`config.mk`:
```
export PLATFORM = sky130hd
export DESIGN_NAME = gbtp_out_fifo
export DESIGN_NICKNAME = d
export VERILOG_FILES = /design/src/sv/gbtp_pkg.sv /design/src/sv/gbtp_out_fifo.sv
export SDC_FILE = /design/constraint.sdc
export NUM_CORES = 1
export LEC_CHECK = 0
export BUFFER_PORTS_ARGS = -buffer_cell sky130_fd_sc_hd__buf_2
export CAP_MARGIN = 25
export CORE_MARGIN = 4
export CORE_UTILIZATION = 32
export CTS_CLUSTER_SIZE = 40
export DETAILED_ROUTE_END_ITERATION = 10
export SYNTH_ARGS = -nofsm -noshare
export SYNTH_HDL_FRONTEND = slang
export SYNTH_SLANG_ARGS = --single-unit
```
`constraint.sdc`:
```
create_clock -name clk -period 6.5 [get_ports clk]
set_clock_uncertainty 0.1 [all_clocks]
set_input_delay 1.3 -clock clk [delete_from_list [all_inputs] [get_ports clk]]
set_output_delay 1.3 -clock clk [all_outputs]
set_load 0.02 [all_outputs]
```
`src/sv/gbtp_pkg.sv`:
```
package gbtp_pkg;

    localparam int MAX_WIDTH  = 4096;
    localparam int MAX_HEIGHT = 4096;

    localparam int DIM_W    = 13;
    localparam int COL_W    = $clog2(MAX_WIDTH);
    localparam int ROW_W    = $clog2(MAX_HEIGHT);
    localparam int PROW_W   = $clog2(MAX_HEIGHT + 2);
    localparam int T_W      = $clog2(MAX_WIDTH * MAX_HEIGHT + 2 * MAX_WIDTH + 2);
    localparam int DLY_DEPTH = 2 * MAX_WIDTH + 2;
    localparam int DLY_AW   = $clog2(DLY_DEPTH);
    localparam int CMP_W    = DIM_W + 1;

    localparam int DISP_W   = 16;
    localparam int SIXT_W   = 18;
    localparam int SUBPIX_SHIFT = 4;

    localparam logic [DISP_W-1:0] NO_DATA     = 16'hFFFF;
    localparam logic [SIXT_W-1:0] DISP_OFFSET = SIXT_W'(16384);

    localparam int FIFO_DEPTH = 4;
    localparam int FIFO_AW    = $clog2(FIFO_DEPTH);
    localparam int FIFO_CW    = $clog2(FIFO_DEPTH + 1);

    typedef enum logic
    {
        OP_PIXEL = 1'b0,
        OP_DRAIN = 1'b1
    } opcode_t;

    typedef enum logic [1:0]
    {
        REG_FRAME_WIDTH  = 2'd0,
        REG_FRAME_HEIGHT = 2'd1,
        REG_DOUBLE_RING  = 2'd2
    } cfg_reg_t;

    typedef struct packed
    {
        logic [COL_W-1:0]  left_column;
        logic [ROW_W-1:0]  left_row;
        logic [SIXT_W-1:0] right_column_sixteenths;
        logic [SIXT_W-1:0] right_row_sixteenths;
        logic              kept;
        logic              frame_last;
    } out_rec_t;

    typedef struct packed
    {
        logic              in_frame;
        logic              pix_valid;
        logic [COL_W-1:0]  in_col;
        logic              p_on;
        logic              fp_wr;
        logic [COL_W-1:0]  p_col;
        logic [PROW_W-1:0] p_row;
        logic              k_on;
        logic [COL_W-1:0]  k_col;
        logic [ROW_W-1:0]  k_row;
        logic              last;
        logic              fwd_v;
        logic              fwd_f;
    } s1_t;

    typedef struct packed
    {
        logic              p_on;
        logic              k_on;
        logic              fp_p;
        logic [2:0]        vec_f;
        logic [COL_W-1:0]  k_col;
        logic [ROW_W-1:0]  k_row;
        logic              last;
    } s2_t;

endpackage

```
`src/sv/gbtp_out_fifo.sv`:
```
module gbtp_out_fifo
    import gbtp_pkg::*;
(
    input  logic               clk,
    input  logic               rst_n,
    input  logic               push,
    input  out_rec_t           push_data,
    input  logic               pop,
    output logic               valid,
    output out_rec_t           head,
    output logic [FIFO_CW-1:0] count
);

    out_rec_t               store [FIFO_DEPTH];
    logic [FIFO_AW-1:0]     wr_ptr_reg;
    logic [FIFO_AW-1:0]     rd_ptr_reg;
    logic [FIFO_CW-1:0]     count_reg;
    logic [FIFO_CW-1:0]     count_next;

    assign valid = (count_reg != '0);
    assign head  = store[rd_ptr_reg];
    assign count = count_reg;

    always_comb
    begin
        count_next = count_reg;
        if (push && !pop)
        begin
            count_next = count_reg + FIFO_CW'(1);
        end
        else if (pop && !push)
        begin
            count_next = count_reg - FIFO_CW'(1);
        end
    end

    always_ff @(posedge clk or negedge rst_n)
    begin
        if (!rst_n)
        begin
            wr_ptr_reg <= '0;
            rd_ptr_reg <= '0;
            count_reg  <= '0;
        end
        else
        begin
            if (push)
            begin
                wr_ptr_reg <= wr_ptr_reg + FIFO_AW'(1);
            end
            if (pop)
            begin
                rd_ptr_reg <= rd_ptr_reg + FIFO_AW'(1);
            end
            count_reg <= count_next;
        end
    end

    always_ff @(posedge clk)
    begin
        if (push)
        begin
            store[wr_ptr_reg] <= push_data;
        end
    end

endmodule

```
==> impl_results.html <==
<table>
<tr><th>Metric</th><th>Value</th></tr>
<tr><th colspan="2">Critical path</th></tr>
<tr><td>Crit path max-delay family</td><td>flip-flops</td></tr>
<tr><td>Cell with the biggest individual delay on the critical path</td><td>dfrtp_4</td></tr>
<tr><td>Critical-path cell list</td><td>buf_4, mux4_1, buf_2</td></tr>
<tr><td>Reg-to-reg setup timing slack</td><td>between 4 and 5 ns</td></tr>
<tr><td>Max stage delay on crit path</td><td>around 1 ns</td></tr>
<tr><td>Worst R2R Path Depth</td><td>4</td></tr>
<tr><td>RR Endpoint</td><td>store[2][23]$_DFFE_PP_</td></tr>
<tr><td>Critical path capture point type</td><td>output port</td></tr>
<tr><td>WP data required</td><td>5.10 ns</td></tr>
<tr><td>Critical path start-end classification</td><td>reg -&gt; out</td></tr>
<tr><td>Critical-path maximum fanout</td><td>43</td></tr>
<tr><td>Worst Setup EP</td><td>head[53]</td></tr>
<tr><td>Crit Reg-Reg Startpoint</td><td>wr_ptr_reg[0]$_DFFE_PN0P_</td></tr>
<tr><td>Number of buffer and inverter instances along the worst setup path</td><td>2</td></tr>
<tr><td>Launching element of the worst setup path</td><td>rd_ptr_reg[0]$_DFFE_PN0P_</td></tr>
<tr><td>Cell depth of the worst setup path</td><td>3</td></tr>
<tr><td>Data arrival, critical path</td><td>approximately 3 ns</td></tr>
<tr><td>Kind of start point of the critical path</td><td>register</td></tr>
<tr><th colspan="2">Clocking</th></tr>
<tr><td>Clk buf depth</td><td>3</td></tr>
<tr><td>CTS sink count</td><td>around 260</td></tr>
<tr><td>CTS clock-pin slew for the worst setup and hold paths</td><td>about 0.060 ns</td></tr>
<tr><td>Library cell used as clock root buffer</td><td>clkbuf_16</td></tr>
<tr><td>Post CTS Setup Buffer Count</td><td>0</td></tr>
<tr><td>Post-CTS sizing</td><td>0</td></tr>
<tr><td>Number of hold-repair buffers added at the cts stage</td><td>0</td></tr>
<tr><td>Clock insertion delay at the later pin of the skew report</td><td>0.53 ns</td></tr>
<tr><td>H-tree lvl count</td><td>1</td></tr>
<tr><td>Number of buffers inserted during clock tree synthesis</td><td>27</td></tr>
<tr><td>TritonCTS clock tree</td><td>yes</td></tr>
<tr><th colspan="2">Routing</th></tr>
<tr><td>Via count of the routed design</td><td>4176</td></tr>
<tr><td>Routed Wire Length</td><td>roughly 18000 µm</td></tr>
<tr><td>Post-route DRC violation count</td><td>0</td></tr>
<tr><td>Via density per instance</td><td>about 4.6</td></tr>
<tr><td>Detailed Routing Iterations Pass 1</td><td>4</td></tr>
<tr><td>Number of antenna-violating nets in the routed design</td><td>0</td></tr>
<tr><td>Count of routing violations after the opening detailed-route iteration</td><td>approximately 210</td></tr>
<tr><td>Drt wl/cell</td><td>around 19 µm</td></tr>
<tr><th colspan="2">Synthesis</th></tr>
<tr><td>Proportion of synthesized area in mux cells</td><td>between 15 and 20%</td></tr>
<tr><td>Xor/xnor share of the synthesized area</td><td>less than 1%</td></tr>
<tr><td>Area of the mapped netlist</td><td>9409 µm²</td></tr>
<tr><td>Synthesized netlist net count</td><td>429</td></tr>
<tr><td>Synthesis Warnings</td><td>0</td></tr>
<tr><td>Number of unique standard cell types used by synthesis</td><td>18</td></tr>
<tr><td>Gate count of the mapped netlist</td><td>~360</td></tr>
<tr><td>Main combinational cell family by area after synthesis</td><td>multiplexers</td></tr>
<tr><td>Number of storage elements in the synthesis netlist</td><td>between 200 and 300</td></tr>
<tr><td>Average footprint of a synthesized cell</td><td>26.36 µm²</td></tr>
<tr><td>Post-synthesis simple-gate area fraction</td><td>less than 1%</td></tr>
<tr><td>Adder-cell share of the synthesized area</td><td>less than 1%</td></tr>
<tr><td>Share of the synthesized area in compound gates (AO/OA/AOI/OAI)</td><td>0.05319%</td></tr>
<tr><td>Sequential-to-total area share from yosys stat</td><td>81.01%</td></tr>
<tr><th colspan="2">Global routing</th></tr>
<tr><td>Largest net degree at the start of global routing</td><td>64</td></tr>
<tr><td>Total congestion overflow after global routing</td><td>0</td></tr>
<tr><td>Number of global-route vias before repair</td><td>around 4700</td></tr>
<tr><td>Total track usage</td><td>between 10% and 20%</td></tr>
<tr><td>First-pass GRT wire length</td><td>~28000 µm</td></tr>
<tr><td>Antenna violations before repair</td><td>0</td></tr>
<tr><th colspan="2">Finish</th></tr>
<tr><td># diodes</td><td>0</td></tr>
<tr><td>Area growth syn-to-layout</td><td>19.84%</td></tr>
<tr><td>Number of nets in the layout</td><td>just under 600</td></tr>
<tr><td>Largest register FFs</td><td>248</td></tr>
<tr><td>Fraction of final layout cells sized beyond drive strength 1</td><td>between 40 and 50%</td></tr>
<tr><td>Cell area after layout</td><td>roughly 11000 µm²</td></tr>
<tr><th colspan="2">Flow run</th></tr>
<tr><td>Max Cap Viol</td><td>0</td></tr>
<tr><th colspan="2">Pwr</th></tr>
<tr><td>PnR Total Power</td><td>around 5.2 mW</td></tr>
<tr><td>Maximum vdd drop</td><td>between 0.2 and 0.3 mV</td></tr>
<tr><td>Static Leakage</td><td>about 3.8 nW</td></tr>
<tr><td>Power per cell area</td><td>~460 nW/µm²</td></tr>
<tr><th colspan="2">Placement</th></tr>
<tr><td>Number of buffers added on ports</td><td>131</td></tr>
<tr><td>Total placed instance area</td><td>between 10000 and 15000 µm²</td></tr>
<tr><td>RD Place Congestion</td><td>0.7200</td></tr>
<tr><td>DPL Wire Length</td><td>between 9000 and 10000 µm</td></tr>
<tr><th colspan="2">STA</th></tr>
<tr><td>Setup TNS</td><td>0 ns</td></tr>
<tr><td>Max-slew violation count</td><td>0</td></tr>
<tr><td>Max Freq</td><td>about 230 MHz</td></tr>
<tr><td>Tightest slew margin relative to the limit</td><td>approximately 33%</td></tr>
<tr><td>Period utilization</td><td>66.80%</td></tr>
<tr><td>Finish-stage setup viols</td><td>0</td></tr>
<tr><td>Actual transition at the worst max-transition pin</td><td>roughly 1.0 ns</td></tr>
<tr><td>Unrepaired setup endpoints after global routing</td><td>false</td></tr>
<tr><td>Hold slack</td><td>around 0.42 ns</td></tr>
<tr><td>Number of hold-slack violations in the final timing report</td><td>0</td></tr>
<tr><td>Crit path time final</td><td>around 4.3 ns</td></tr>
<tr><th colspan="2">Floorplan</th></tr>
<tr><td>Core outline area</td><td>~29000 µm²</td></tr>
<tr><td>Count of pins on the block boundary</td><td>around 130</td></tr>
<tr><td>Overall die area</td><td>around 32000 µm²</td></tr>
<tr><td>Initial standard-cell utilization of the core</td><td>roughly a third</td></tr>
<tr><td>Row count</td><td>slightly above 60</td></tr>
<tr><td>Horiz. Die Dim</td><td>approximately 180 µm</td></tr>
<tr><td>Height of the chip</td><td>between 150 and 200 µm</td></tr>
<tr><th colspan="2">Outcome</th></tr>
<tr><td>Run status</td><td>finished clean</td></tr>
<tr><th colspan="2">Worst hold path</th></tr>
<tr><td>Min-Delay Path Class</td><td>reg -&gt; reg</td></tr>
<tr><td>Hold wc startpoint</td><td>count[2]$_DFFE_PN0P_</td></tr>
</table>
[stage by stage]
stage,utilization (%),instances,setup slack [ns]
finish,39.07,912,2.158
floorplan,-,357,3.212
detailed placement,36.05,859,2.624
global placement,36.05,859,2.650
CTS,38.74,908,2.001
global route,39.07,912,1.864
[layer usage]
layer | up-vias | wire length [µm] | global-route usage, %
met2 | 121 | 8994 | 19.31
met3 | 32 | 1043 | 2.749
met1 | 2195 | 7037 | 13.06
li1 | 1828 | - | -
met5 | - | 0 | 0
met4 | 0 | 427 | 2.682
[area by class of cell]
class | instances | area (µm²)
multi-input cells | 84 | 1615
inverters | 4 | 15.01
flip-flops and latches | 255 | 7630
well taps | 384 | 480.5
clock inverters | 12 | 63.81
clock buffers | 37 | 713.2
repair buffers | 136 | 758.2
fillers | 2640 | 17580
[worst min-delay path by stage]
stage / endpoint / slack (ns) / depth (start not counted)
after floorplan: wr_ptr_reg[0]$_DFFE_PN0P_ / 0.39 / 1
after global placement: count[2]$_DFFE_PN0P_ / 0.37 / 1
after detailed placement: count[2]$_DFFE_PN0P_ / 0.41 / 1
after CTS: count[2]$_DFFE_PN0P_ / 0.42 / 1
after global routing: count[2]$_DFFE_PN0P_ / 0.42 / 1
final: count[2]$_DFFE_PN0P_ / 0.42 / 1
[worst register-to-register path, delay by kind of cell, from the launching register on]
kind | cells | cell delay [ns]
fa+ha+maj | 1 | 0.15
buf+inv | 2 | 0.38
flops | 1 | 0.42
simple gates | 1 | 0.48
[Yosys cell counts]
library cell / number / area (µm²)
mux2_2: 1 / 11.26
xor2_1: 4 / 35.03
buf_2: 7 / 35.03
mux4_2: 58 / 1306
mux4_1: 4 / 105.1
nor2_1: 1 / 3.750
o21ai_0: 1 / 5.000
inv_1: 4 / 15.01
xnor2_1: 2 / 17.52
ha_1: 5 / 62.56
or3_1: 1 / 6.260
and2_1: 4 / 25.02
dfrtp_1: 7 / 175.2
edfxtp_1: 248 / 7447
buf_6: 1 / 11.26
buf_12: 6 / 120.1
fa_1: 1 / 20.02
nand2_1: 2 / 7.510
[kinds of logic (layout without fill, tap and decap cells)]
kind of cell,after synthesis,after routing
AO/OA/AOI/OAI,1,1
buffers and inverters,18,189
multiplexers,63,63
adder cells (fa/ha/maj),6,6
flip-flops,255,255
XOR/XNOR,6,6
AND/OR/NAND/NOR,8,8
[power by group]
group / switching, mW / internal [mW] / total (mW)
clock network: 0.584 / 0.765 / 1.35
logic: 0.813 / 0.659 / 1.47
registers: 0.243 / 2.15 / 2.39
total: 1.64 / 3.58 / 5.22
[layout by cell type, fill, tap and decap left out, drive strengths merged]
master	instances
edfxtp	248
buf	136
mux4	62
clkbuf	37
clkinv	9
dfrtp	7
inv	6
ha	5
and2	4
xor2	4
xnor2	2
nand2	2
or3	1
mux2	1
o21ai	1
nor2	1
fa	1
clkinvlp	1
Note: power is estimated with default switching activity, not from simulation.
